File: src/hdl/m4m_pkg.sv
package m4m_pkg;

  // Width of one matrix element and of one exact product.
  localparam int ELEM_W = 32;
  localparam int PROD_W = 2 * ELEM_W;

  // Width of the element position field on the ports.
  localparam int INDEX_W = 4;

  // Number of command words the queue between front and back can hold.
  localparam int QUEUE_DEPTH = 2;

  // Saturation limits of a Q16.16 result word.
  localparam logic [ELEM_W-1:0] ELEM_MAX = {1'b0, {(ELEM_W-1){1'b1}}};
  localparam logic [ELEM_W-1:0] ELEM_MIN = {1'b1, {(ELEM_W-1){1'b0}}};

  // One command word: an optional store write and an optional start.
  typedef struct packed {
    logic               wr;
    logic [INDEX_W-1:0] idx;
    logic [ELEM_W-1:0]  a;
    logic [ELEM_W-1:0]  b;
    logic               start;
  } cmd_t;

  // Status of the command queue as seen by its neighbors.
  typedef struct packed {
    logic empty;
    logic full;
  } queue_status_t;

  // One result word of the product matrix.
  typedef struct packed {
    logic [INDEX_W-1:0] index;
    logic [ELEM_W-1:0]  value;
    logic               saturated;
    logic               last;
  } result_t;

  typedef enum logic [1:0] {
    BK_IDLE,
    BK_ISSUE,
    BK_DRAIN,
    BK_EMIT
  } back_state_e;

endpackage

File: src/hdl/matrix4x4_multiply_top.sv
// Square matrix multiplier for signed Q16.16 elements in column-major order.
// Each input word writes one element of A and the element of B at the same
// position; a position beyond the matrix writes nothing. A word with
// start_req_i set asks for C = A * B after its own write, and the block then
// delivers all MATRIX_DIM * MATRIX_DIM elements of C in column-major order,
// the final one flagged by out_last_o. Each element is the exact sum of its
// products, with FRAC_BITS fraction bits dropped toward minus infinity and
// clipped to the signed 32-bit range; saturated_o marks a clipped element.
// Both stores read as zero after reset. Input words pass through a two-word
// command queue, so the input is taken every cycle while the queue has room;
// a plain write leaves the queue as soon as the back end is idle. Each product
// element is built by one multiply-accumulate per cycle on a single 32 by 32
// multiplier, through store read, multiply, accumulate and output register;
// a full result has 16 elements at the default size and is held back
// whenever the output stalls. While a product is being emitted up to two
// further words wait in the queue, after which the input stalls until the
// back end takes the next queued word, in the cycle after the last element
// has been loaded into the output register.
module matrix4x4_multiply_top #(
  parameter int MATRIX_DIM = 4,
  parameter int FRAC_BITS  = 16
) (
  input  logic                                clk_i,
  input  logic                                rst_ni,
  input  logic                                in_valid_i,
  output logic                                in_stall_o,
  input  logic [m4m_pkg::INDEX_W-1:0]         elem_index_i,
  input  logic signed [m4m_pkg::ELEM_W-1:0]   a_elem_i,
  input  logic signed [m4m_pkg::ELEM_W-1:0]   b_elem_i,
  input  logic                                start_req_i,
  output logic                                out_valid_o,
  input  logic                                out_stall_i,
  output logic [m4m_pkg::INDEX_W-1:0]         out_index_o,
  output logic signed [m4m_pkg::ELEM_W-1:0]   out_value_o,
  output logic                                saturated_o,
  output logic                                out_last_o
);

  // Front and back exchange command words through the queue.
  m4m_pkg::cmd_t          push_cmd, head_cmd;
  m4m_pkg::queue_status_t q_status;
  m4m_pkg::result_t       result;
  logic                   push, pop;

  m4m_front #(
    .MATRIX_DIM(MATRIX_DIM)
  ) u_front (
    .in_valid_i  (in_valid_i),
    .in_stall_o  (in_stall_o),
    .elem_index_i(elem_index_i),
    .a_elem_i    (a_elem_i),
    .b_elem_i    (b_elem_i),
    .start_req_i (start_req_i),
    .q_status_i  (q_status),
    .push_o      (push),
    .cmd_o       (push_cmd)
  );

  m4m_queue u_queue (
    .clk_i   (clk_i),
    .rst_ni  (rst_ni),
    .push_i  (push),
    .cmd_i   (push_cmd),
    .pop_i   (pop),
    .cmd_o   (head_cmd),
    .status_o(q_status)
  );

  // The back end owns both stores, so a write queued behind a start is
  // applied only after every element of that product has been computed.
  m4m_back #(
    .MATRIX_DIM(MATRIX_DIM),
    .FRAC_BITS (FRAC_BITS)
  ) u_back (
    .clk_i      (clk_i),
    .rst_ni     (rst_ni),
    .cmd_i      (head_cmd),
    .q_status_i (q_status),
    .pop_o      (pop),
    .out_valid_o(out_valid_o),
    .out_stall_i(out_stall_i),
    .result_o   (result)
  );

  assign out_index_o = result.index;
  assign out_value_o = result.value;
  assign saturated_o = result.saturated;
  assign out_last_o  = result.last;

endmodule

File: src/hdl/m4m_front.sv
module m4m_front #(
  parameter int MATRIX_DIM = 4
) (
  input  logic                         in_valid_i,
  output logic                         in_stall_o,
  input  logic [m4m_pkg::INDEX_W-1:0]  elem_index_i,
  input  logic signed [m4m_pkg::ELEM_W-1:0] a_elem_i,
  input  logic signed [m4m_pkg::ELEM_W-1:0] b_elem_i,
  input  logic                         start_req_i,
  input  m4m_pkg::queue_status_t       q_status_i,
  output logic                         push_o,
  output m4m_pkg::cmd_t                cmd_o
);

  localparam int CELLS = MATRIX_DIM * MATRIX_DIM;

  logic in_range;

  // A position outside the matrix still carries its start request.
  assign in_range   = int'(elem_index_i) < CELLS;
  assign in_stall_o = q_status_i.full;
  assign push_o     = in_valid_i && !q_status_i.full;

  always_comb begin
    cmd_o.wr    = in_range;
    cmd_o.idx   = elem_index_i;
    cmd_o.a     = a_elem_i;
    cmd_o.b     = b_elem_i;
    cmd_o.start = start_req_i;
  end

endmodule

File: src/hdl/m4m_queue.sv
module m4m_queue (
  input  logic                   clk_i,
  input  logic                   rst_ni,
  input  logic                   push_i,
  input  m4m_pkg::cmd_t          cmd_i,
  input  logic                   pop_i,
  output m4m_pkg::cmd_t          cmd_o,
  output m4m_pkg::queue_status_t status_o
);

  localparam int PTR_W = $clog2(m4m_pkg::QUEUE_DEPTH);
  localparam int CNT_W = PTR_W + 1;

  m4m_pkg::cmd_t    entry_q [m4m_pkg::QUEUE_DEPTH];
  logic [PTR_W-1:0] wr_ptr_q, wr_ptr_d;
  logic [PTR_W-1:0] rd_ptr_q, rd_ptr_d;
  logic [CNT_W-1:0] count_q, count_d;
  logic             do_push, do_pop;

  assign status_o.empty = (count_q == '0);
  assign status_o.full  = (count_q == CNT_W'(m4m_pkg::QUEUE_DEPTH));
  assign do_push        = push_i && !status_o.full;
  assign do_pop         = pop_i && !status_o.empty;
  assign cmd_o          = entry_q[rd_ptr_q];

  always_comb begin
    wr_ptr_d = do_push ? wr_ptr_q + PTR_W'(1) : wr_ptr_q;
    rd_ptr_d = do_pop  ? rd_ptr_q + PTR_W'(1) : rd_ptr_q;
    count_d  = count_q;
    if (do_push && !do_pop) begin
      count_d = count_q + CNT_W'(1);
    end else if (do_pop && !do_push) begin
      count_d = count_q - CNT_W'(1);
    end
  end

  always_ff @(posedge clk_i or negedge rst_ni) begin
    if (!rst_ni) begin
      wr_ptr_q <= '0;
      rd_ptr_q <= '0;
      count_q  <= '0;
    end else begin
      wr_ptr_q <= wr_ptr_d;
      rd_ptr_q <= rd_ptr_d;
      count_q  <= count_d;
    end
  end

  always_ff @(posedge clk_i) begin
    if (do_push) begin
      entry_q[wr_ptr_q] <= cmd_i;
    end
  end

endmodule

File: src/hdl/m4m_back.sv
module m4m_back #(
  parameter int MATRIX_DIM = 4,
  parameter int FRAC_BITS  = 16
) (
  input  logic                   clk_i,
  input  logic                   rst_ni,
  input  m4m_pkg::cmd_t          cmd_i,
  input  m4m_pkg::queue_status_t q_status_i,
  output logic                   pop_o,
  output logic                   out_valid_o,
  input  logic                   out_stall_i,
  output m4m_pkg::result_t       result_o
);

  localparam int CELLS = MATRIX_DIM * MATRIX_DIM;
  localparam int AW    = $clog2(CELLS);
  localparam int KW    = $clog2(MATRIX_DIM);
  localparam int EW    = m4m_pkg::ELEM_W;
  localparam int PW    = m4m_pkg::PROD_W;
  localparam int ACC_W = PW + KW;
  localparam logic signed [ACC_W-1:0] POS_BOUND = ACC_W'(1) <<< (EW - 1 + FRAC_BITS);
  localparam logic signed [ACC_W-1:0] NEG_BOUND = -POS_BOUND;

  m4m_pkg::back_state_e state_q, state_d;

  logic [KW-1:0] k_q, k_d, r_q, r_d, c_q, c_d;
  logic [AW-1:0] p_q, p_d;
  logic          issue, load_out, out_free, wr_en;
  logic [AW-1:0] wr_addr, left_addr, right_addr;

  logic [EW-1:0] left_mem  [CELLS];
  logic [EW-1:0] right_mem [CELLS];
  logic [CELLS-1:0] written_q;

  logic                 rd_vld_q, rd_first_q, rd_last_q;
  logic                 left_ok_q, right_ok_q;
  logic [EW-1:0]        left_rd_q, right_rd_q;
  logic signed [EW-1:0] left_op, right_op;
  logic                 mul_vld_q, mul_first_q, mul_last_q;
  logic signed [PW-1:0] prod_q;
  logic signed [ACC_W-1:0] acc_q, acc_base, acc_shift;
  logic                 acc_done_q;

  logic [EW-1:0] sat_value;
  logic          sat_flag;

  assign wr_en      = pop_o && cmd_i.wr;
  assign wr_addr    = AW'(cmd_i.idx);
  assign left_addr  = AW'(int'(k_q) * MATRIX_DIM + int'(r_q));
  assign right_addr = AW'(int'(c_q) * MATRIX_DIM + int'(k_q));
  assign out_free   = !out_valid_o || !out_stall_i;

  // Sequencer: one multiply-accumulate per cycle, then one result word.
  always_comb begin
    state_d  = state_q;
    k_d      = k_q;
    r_d      = r_q;
    c_d      = c_q;
    p_d      = p_q;
    pop_o    = 1'b0;
    issue    = 1'b0;
    load_out = 1'b0;
    unique case (state_q)
      m4m_pkg::BK_IDLE: begin
        if (!q_status_i.empty) begin
          pop_o = 1'b1;
          if (cmd_i.start) begin
            state_d = m4m_pkg::BK_ISSUE;
            k_d     = '0;
            r_d     = '0;
            c_d     = '0;
            p_d     = '0;
          end
        end
      end
      m4m_pkg::BK_ISSUE: begin
        issue = 1'b1;
        if (k_q == KW'(MATRIX_DIM - 1)) begin
          k_d     = '0;
          state_d = m4m_pkg::BK_DRAIN;
        end else begin
          k_d = k_q + KW'(1);
        end
      end
      m4m_pkg::BK_DRAIN: begin
        if (acc_done_q) begin
          state_d = m4m_pkg::BK_EMIT;
        end
      end
      m4m_pkg::BK_EMIT: begin
        if (out_free) begin
          load_out = 1'b1;
          if (p_q == AW'(CELLS - 1)) begin
            state_d = m4m_pkg::BK_IDLE;
          end else begin
            state_d = m4m_pkg::BK_ISSUE;
            p_d     = p_q + AW'(1);
            if (r_q == KW'(MATRIX_DIM - 1)) begin
              r_d = '0;
              c_d = c_q + KW'(1);
            end else begin
              r_d = r_q + KW'(1);
            end
          end
        end
      end
      default: begin
        state_d = m4m_pkg::BK_IDLE;
      end
    endcase
  end

  always_ff @(posedge clk_i or negedge rst_ni) begin
    if (!rst_ni) begin
      state_q <= m4m_pkg::BK_IDLE;
      k_q     <= '0;
      r_q     <= '0;
      c_q     <= '0;
      p_q     <= '0;
    end else begin
      state_q <= state_d;
      k_q     <= k_d;
      r_q     <= r_d;
      c_q     <= c_d;
      p_q     <= p_d;
    end
  end

  // Element stores with registered reads.
  always_ff @(posedge clk_i) begin
    if (wr_en) begin
      left_mem[wr_addr]  <= cmd_i.a;
      right_mem[wr_addr] <= cmd_i.b;
    end
    left_rd_q  <= left_mem[left_addr];
    right_rd_q <= right_mem[right_addr];
  end

  // An entry never written reads as zero, as after reset.
  always_ff @(posedge clk_i or negedge rst_ni) begin
    if (!rst_ni) begin
      written_q  <= '0;
      left_ok_q  <= 1'b0;
      right_ok_q <= 1'b0;
    end else begin
      if (wr_en) begin
        written_q[wr_addr] <= 1'b1;
      end
      left_ok_q  <= written_q[left_addr];
      right_ok_q <= written_q[right_addr];
    end
  end

  assign left_op  = left_ok_q  ? left_rd_q  : '0;
  assign right_op = right_ok_q ? right_rd_q : '0;
  assign acc_base = mul_first_q ? '0 : acc_q;

  always_ff @(posedge clk_i or negedge rst_ni) begin
    if (!rst_ni) begin
      rd_vld_q    <= 1'b0;
      rd_first_q  <= 1'b0;
      rd_last_q   <= 1'b0;
      mul_vld_q   <= 1'b0;
      mul_first_q <= 1'b0;
      mul_last_q  <= 1'b0;
      acc_done_q  <= 1'b0;
    end else begin
      rd_vld_q    <= issue;
      rd_first_q  <= issue && (k_q == '0);
      rd_last_q   <= issue && (k_q == KW'(MATRIX_DIM - 1));
      mul_vld_q   <= rd_vld_q;
      mul_first_q <= rd_first_q;
      mul_last_q  <= rd_last_q;
      if (mul_vld_q && mul_last_q) begin
        acc_done_q <= 1'b1;
      end else if (load_out) begin
        acc_done_q <= 1'b0;
      end
    end
  end

  always_ff @(posedge clk_i) begin
    prod_q <= left_op * right_op;
    if (mul_vld_q) begin
      acc_q <= acc_base + {{KW{prod_q[PW-1]}}, prod_q};
    end
  end

  // Drop the fraction bits toward minus infinity and clip to 32 bits.
  assign acc_shift = acc_q >>> FRAC_BITS;

  always_comb begin
    if (acc_q >= POS_BOUND) begin
      sat_value = m4m_pkg::ELEM_MAX;
      sat_flag  = 1'b1;
    end else if (acc_q < NEG_BOUND) begin
      sat_value = m4m_pkg::ELEM_MIN;
      sat_flag  = 1'b1;
    end else begin
      sat_value = acc_shift[EW-1:0];
      sat_flag  = 1'b0;
    end
  end

  always_ff @(posedge clk_i or negedge rst_ni) begin
    if (!rst_ni) begin
      out_valid_o <= 1'b0;
    end else if (load_out) begin
      out_valid_o <= 1'b1;
    end else if (!out_stall_i) begin
      out_valid_o <= 1'b0;
    end
  end

  always_ff @(posedge clk_i) begin
    if (load_out) begin
      result_o.index     <= m4m_pkg::INDEX_W'(p_q);
      result_o.value     <= sat_value;
      result_o.saturated <= sat_flag;
      result_o.last      <= (p_q == AW'(CELLS - 1));
    end
  end

endmodule

File: config.mk
export PLATFORM = sky130hd
export DESIGN_NAME = matrix4x4_multiply_top
export DESIGN_NICKNAME = d
export VERILOG_FILES = /design/src/hdl/m4m_pkg.sv /design/src/hdl/matrix4x4_multiply_top.sv /design/src/hdl/m4m_front.sv /design/src/hdl/m4m_queue.sv /design/src/hdl/m4m_back.sv
export SDC_FILE = /design/constraint.sdc
export NUM_CORES = 2
export LEC_CHECK = 0
export ABC_AREA = 1
export BUFFER_PORTS_ARGS = -buffer_cell sky130_fd_sc_hd__buf_2
export CAP_MARGIN = 20
export CORE_ASPECT_RATIO = 1.5
export CORE_MARGIN = 2
export CORE_UTILIZATION = 55
export DETAILED_ROUTE_END_ITERATION = 8
export PLACE_DENSITY_LB_ADDON = 0.08
export RECOVER_POWER = 50
export SLEW_MARGIN = 40
export SYNTH_ARGS = -nofsm -noshare
export SYNTH_HDL_FRONTEND = slang
export SYNTH_SLANG_ARGS = --single-unit
File: constraint.sdc
create_clock -name clk_i -period 22.2 [get_ports clk_i]
set_clock_uncertainty 0.1 [all_clocks]
set_input_delay 6.66 -clock clk_i [delete_from_list [all_inputs] [get_ports clk_i]]
set_output_delay 6.66 -clock clk_i [all_outputs]
set_load 0.01 [all_outputs]
==> summary.md <==
| Metric | Value |
|---|---|
| Setup_tns | 0 ps |
| Worst Hold Class | reg2reg |
| Post-Syn Nets | 10800 |
| Detailed-route DRC error count | 0 |
| R2r setup slk | 11590 ps |
| Critical Path RT | 22730 ps |
| Root buffer selected by CTS | clkbuf_16 |
| Multi-input gate area | 0.0463 sq mm |
| RR Startpoint | u_back.right_ok_q |
| Most common cell after layout, fill and taps aside | nand2_1 |
| Final ANT Viol Nets | 0 |
| Post-layout nets | 10800 |
| Layout cells sized above 1 | 5.77% |
| Clk slew on worst S/H paths | 70 ps |
| Die area | 0.177 sq mm |
| Synth Instances | 9392 |
| First-pass GRT wire length | 451 mm |
| Max FO, Critical Path | 33 |
| Hold Path Depth | 0 |
| CP Class | reg2reg |
| Vias in the first global route | 71900 |
| Global route total overflow | 0 |
| CP max-delay cell | clkbuf_1 |
| Synth warn | 0 |
| Post-place instance area | 0.0983 sq mm |
| Worst hold margin | 217 ps |
| Asr flop ratio synth | 2.92% |
| Post-CTS Repair Setup Buffers | 0 |
| Critical path launch point | u_back.right_ok_q |
| Vias/cell | 5.86 |
| Final Hold Vio Count | 0 |
| Initial Utilization | 55.2% |
| Max frequency | 0.0943 GHz |
| Mapped Area | 0.0953 sq mm |
| Syn-to-layout area delta | 7.77% |
| CTS Sinks | 1436 |
| Register area share after synthesis | 43.7% |
| I/O Pins | 113 |
| Distinct cells, synth | 47 |
| Max Cap Violations | 15 |
| FF+latch count, synth | 1436 |
| Ranking of synthesized cells by area | edfxtp_1 40%, fa_1 23%, nand2_1 6.6% |
| Arrival time at the worst endpoint | 11140 ps |
| Critical path's top delay family | adder cells |
| Worst-Skew Late Latency | 810 ps |
| Drt first pass iters | 9 |
| GPL Wtd Cong | 1.01 |
| # port buffers | 112 |
| Run status | finished with violations |
| Gr usage total | 35.1% |
| CTS Buffer Depth | 3 |
| R2r worst-path depth | 26 |
| Largest net degree at the start of global routing | 134 |
| Cts hold-fix bufs | 0 |
| # rows | 187 |
| Routed WL | 306 mm |
| Relative slew slack | -220% |
| Failing checks | capacitance limit, slew limit |
| Post-synth EDFFs | 1266 |
| CTS tree | done |
| Critical path launch point type | flop |
| CP bufs+invs | 6 |
| Setup crit end kind | flop |
| DR vias | 68800 |
| Core area | 0.173 sq mm |
| Area share of the largest cell type after synthesis | 39.9% |
| RSZ-0062 raised after global routing | false |
| Delay of the slowest critical-path stage | 1670 ps |
| Most frequent cells in the layout | 1683 x nand2_1, 1485 x inv_1, 1330 x nor2_1 |
| Hold_sp | u_back.rd_last_q |
| # setup viols final | 0 |
| Finished Cell Area | 0.103 sq mm |
| Syn avg cell area | 10.2 sq um |
| Primary FF master, synth | edfxtp_1 |
| Hold Path End | u_back.mul_last_q |
| Tmin final | 10610 ps |
| Die X | 344 um |
| Largest area contributor in the netlist | edfxtp_1 |
| Fin. max-slew vios | 612 |
| Cts bufs inserted | 137 |
| Post-DP HPWL | 215 mm |
| Filler Cells Inserted | 14700 |
| WL per Instance | 26.0 um |
| Top cell by count, worst path | fa_1 |
| Initial antenna violation count | 8 |
| Register Area | 0.0416 sq mm |
| Starting DRT DRC Count | 6197 |
| H-Tree Depth | 4 |
| Final worst-path cycle share | 47.8% |
| Tightest Pin Transition | 4800 ps |
| Die Ht | 514 um |
| CTS resizes | 0 |
| FF-to-FF End | u_back.prod_q[37] |
## area by class of cell
type / count / share of cell area (%)
inverter: 1530 / 5.61
clock inverter: 62 / 0.779
sequential: 1436 / 40.5
multi-input combinational: 6020 / 45.1
antenna: 1 / 0.00244
timing repair buffer: 238 / 1.54
clock buffer: 194 / 3.68
tap: 2268 / 2.76
## per-stage QoR
stage	setup WS [ps]	utilization, %	std cells
floorplan	11900	-	9392
global placement	12670	56.8	11500
finish	11590	59.5	11700
CTS	12630	59.6	11700
global route	11170	59.5	11700
detailed placement	12620	56.9	11500
## cell usage after synthesis (all sizes together) (6+ instances only)
cell type	n
ha	258
clkinv	20
fa	1083
o21bai	32
o21ai	649
o211ai	67
nand2	1702
nand4	45
nand3	218
dfrtp	42
a21o	6
nor2	1374
o22ai	67
xor2	68
o221ai	190
or2	12
buf	135
nor4	7
inv	1510
dfxtp	128
clkbuf	271
edfxtp	1266
nor3	34
xnor2	8
a21oi	185
## layer usage
| metal | share of wire, % | wire [um] | up-vias | GRT usage, % |
|---|---|---|---|---|
| met4 | 8.6 | 26200 | 8 | 25.1 |
| met5 | 0.017 | 51 | - | 0 |
| met1 | 35 | 106000 | 34400 | 39.9 |
| li1 | - | - | 30100 | - |
| met3 | 7.5 | 23000 | 1056 | 6.12 |
| met2 | 49 | 151000 | 3268 | 59.5 |
## state kept, by name (all words and copies together), names as in the netlist, 2 cells and up
register and cells:
u_back.right_rd_q 32, u_back.written_q 16, u_queue.entry_q 138, u_back.result_o 38, u_back.left_rd_q 32, u_back.acc_q 66
u_back.k_q 2, u_back.p_q 4, u_back.right_mem 512, u_back.left_mem 512, u_queue.count_q 2, u_back.prod_q 64
u_back.c_q 2, u_back.r_q 2, u_back.state_q 2
## worst max-delay path by stage
stage	endpoint	slack, ps	depth (start not counted)
detailed placement	u_back.prod_q[59]	12620	27
floorplan	u_queue.entry_q[1][0]	11900	2
CTS	u_back.prod_q[59]	12630	27
global route	u_back.prod_q[59]	11170	25
finish	u_back.prod_q[37]	11590	26
global placement	u_back.prod_q[50]	12670	27
## kinds of logic after synthesis
family | Yosys count | synth area share, %
and+or+nand+nor | 3400 | 14.2
buffers and inverters | 1936 | 7.84
DFF | 1436 | 43.7
adders and majority gates | 1341 | 26.1
AOI/OAI and AO/OA | 1203 | 7.49
xor gates and xnor gates | 76 | 0.698
Power is left out: the tool's default activity adds up to more than one toggle a clock period on the data nets, which glitch-free logic cannot reach.
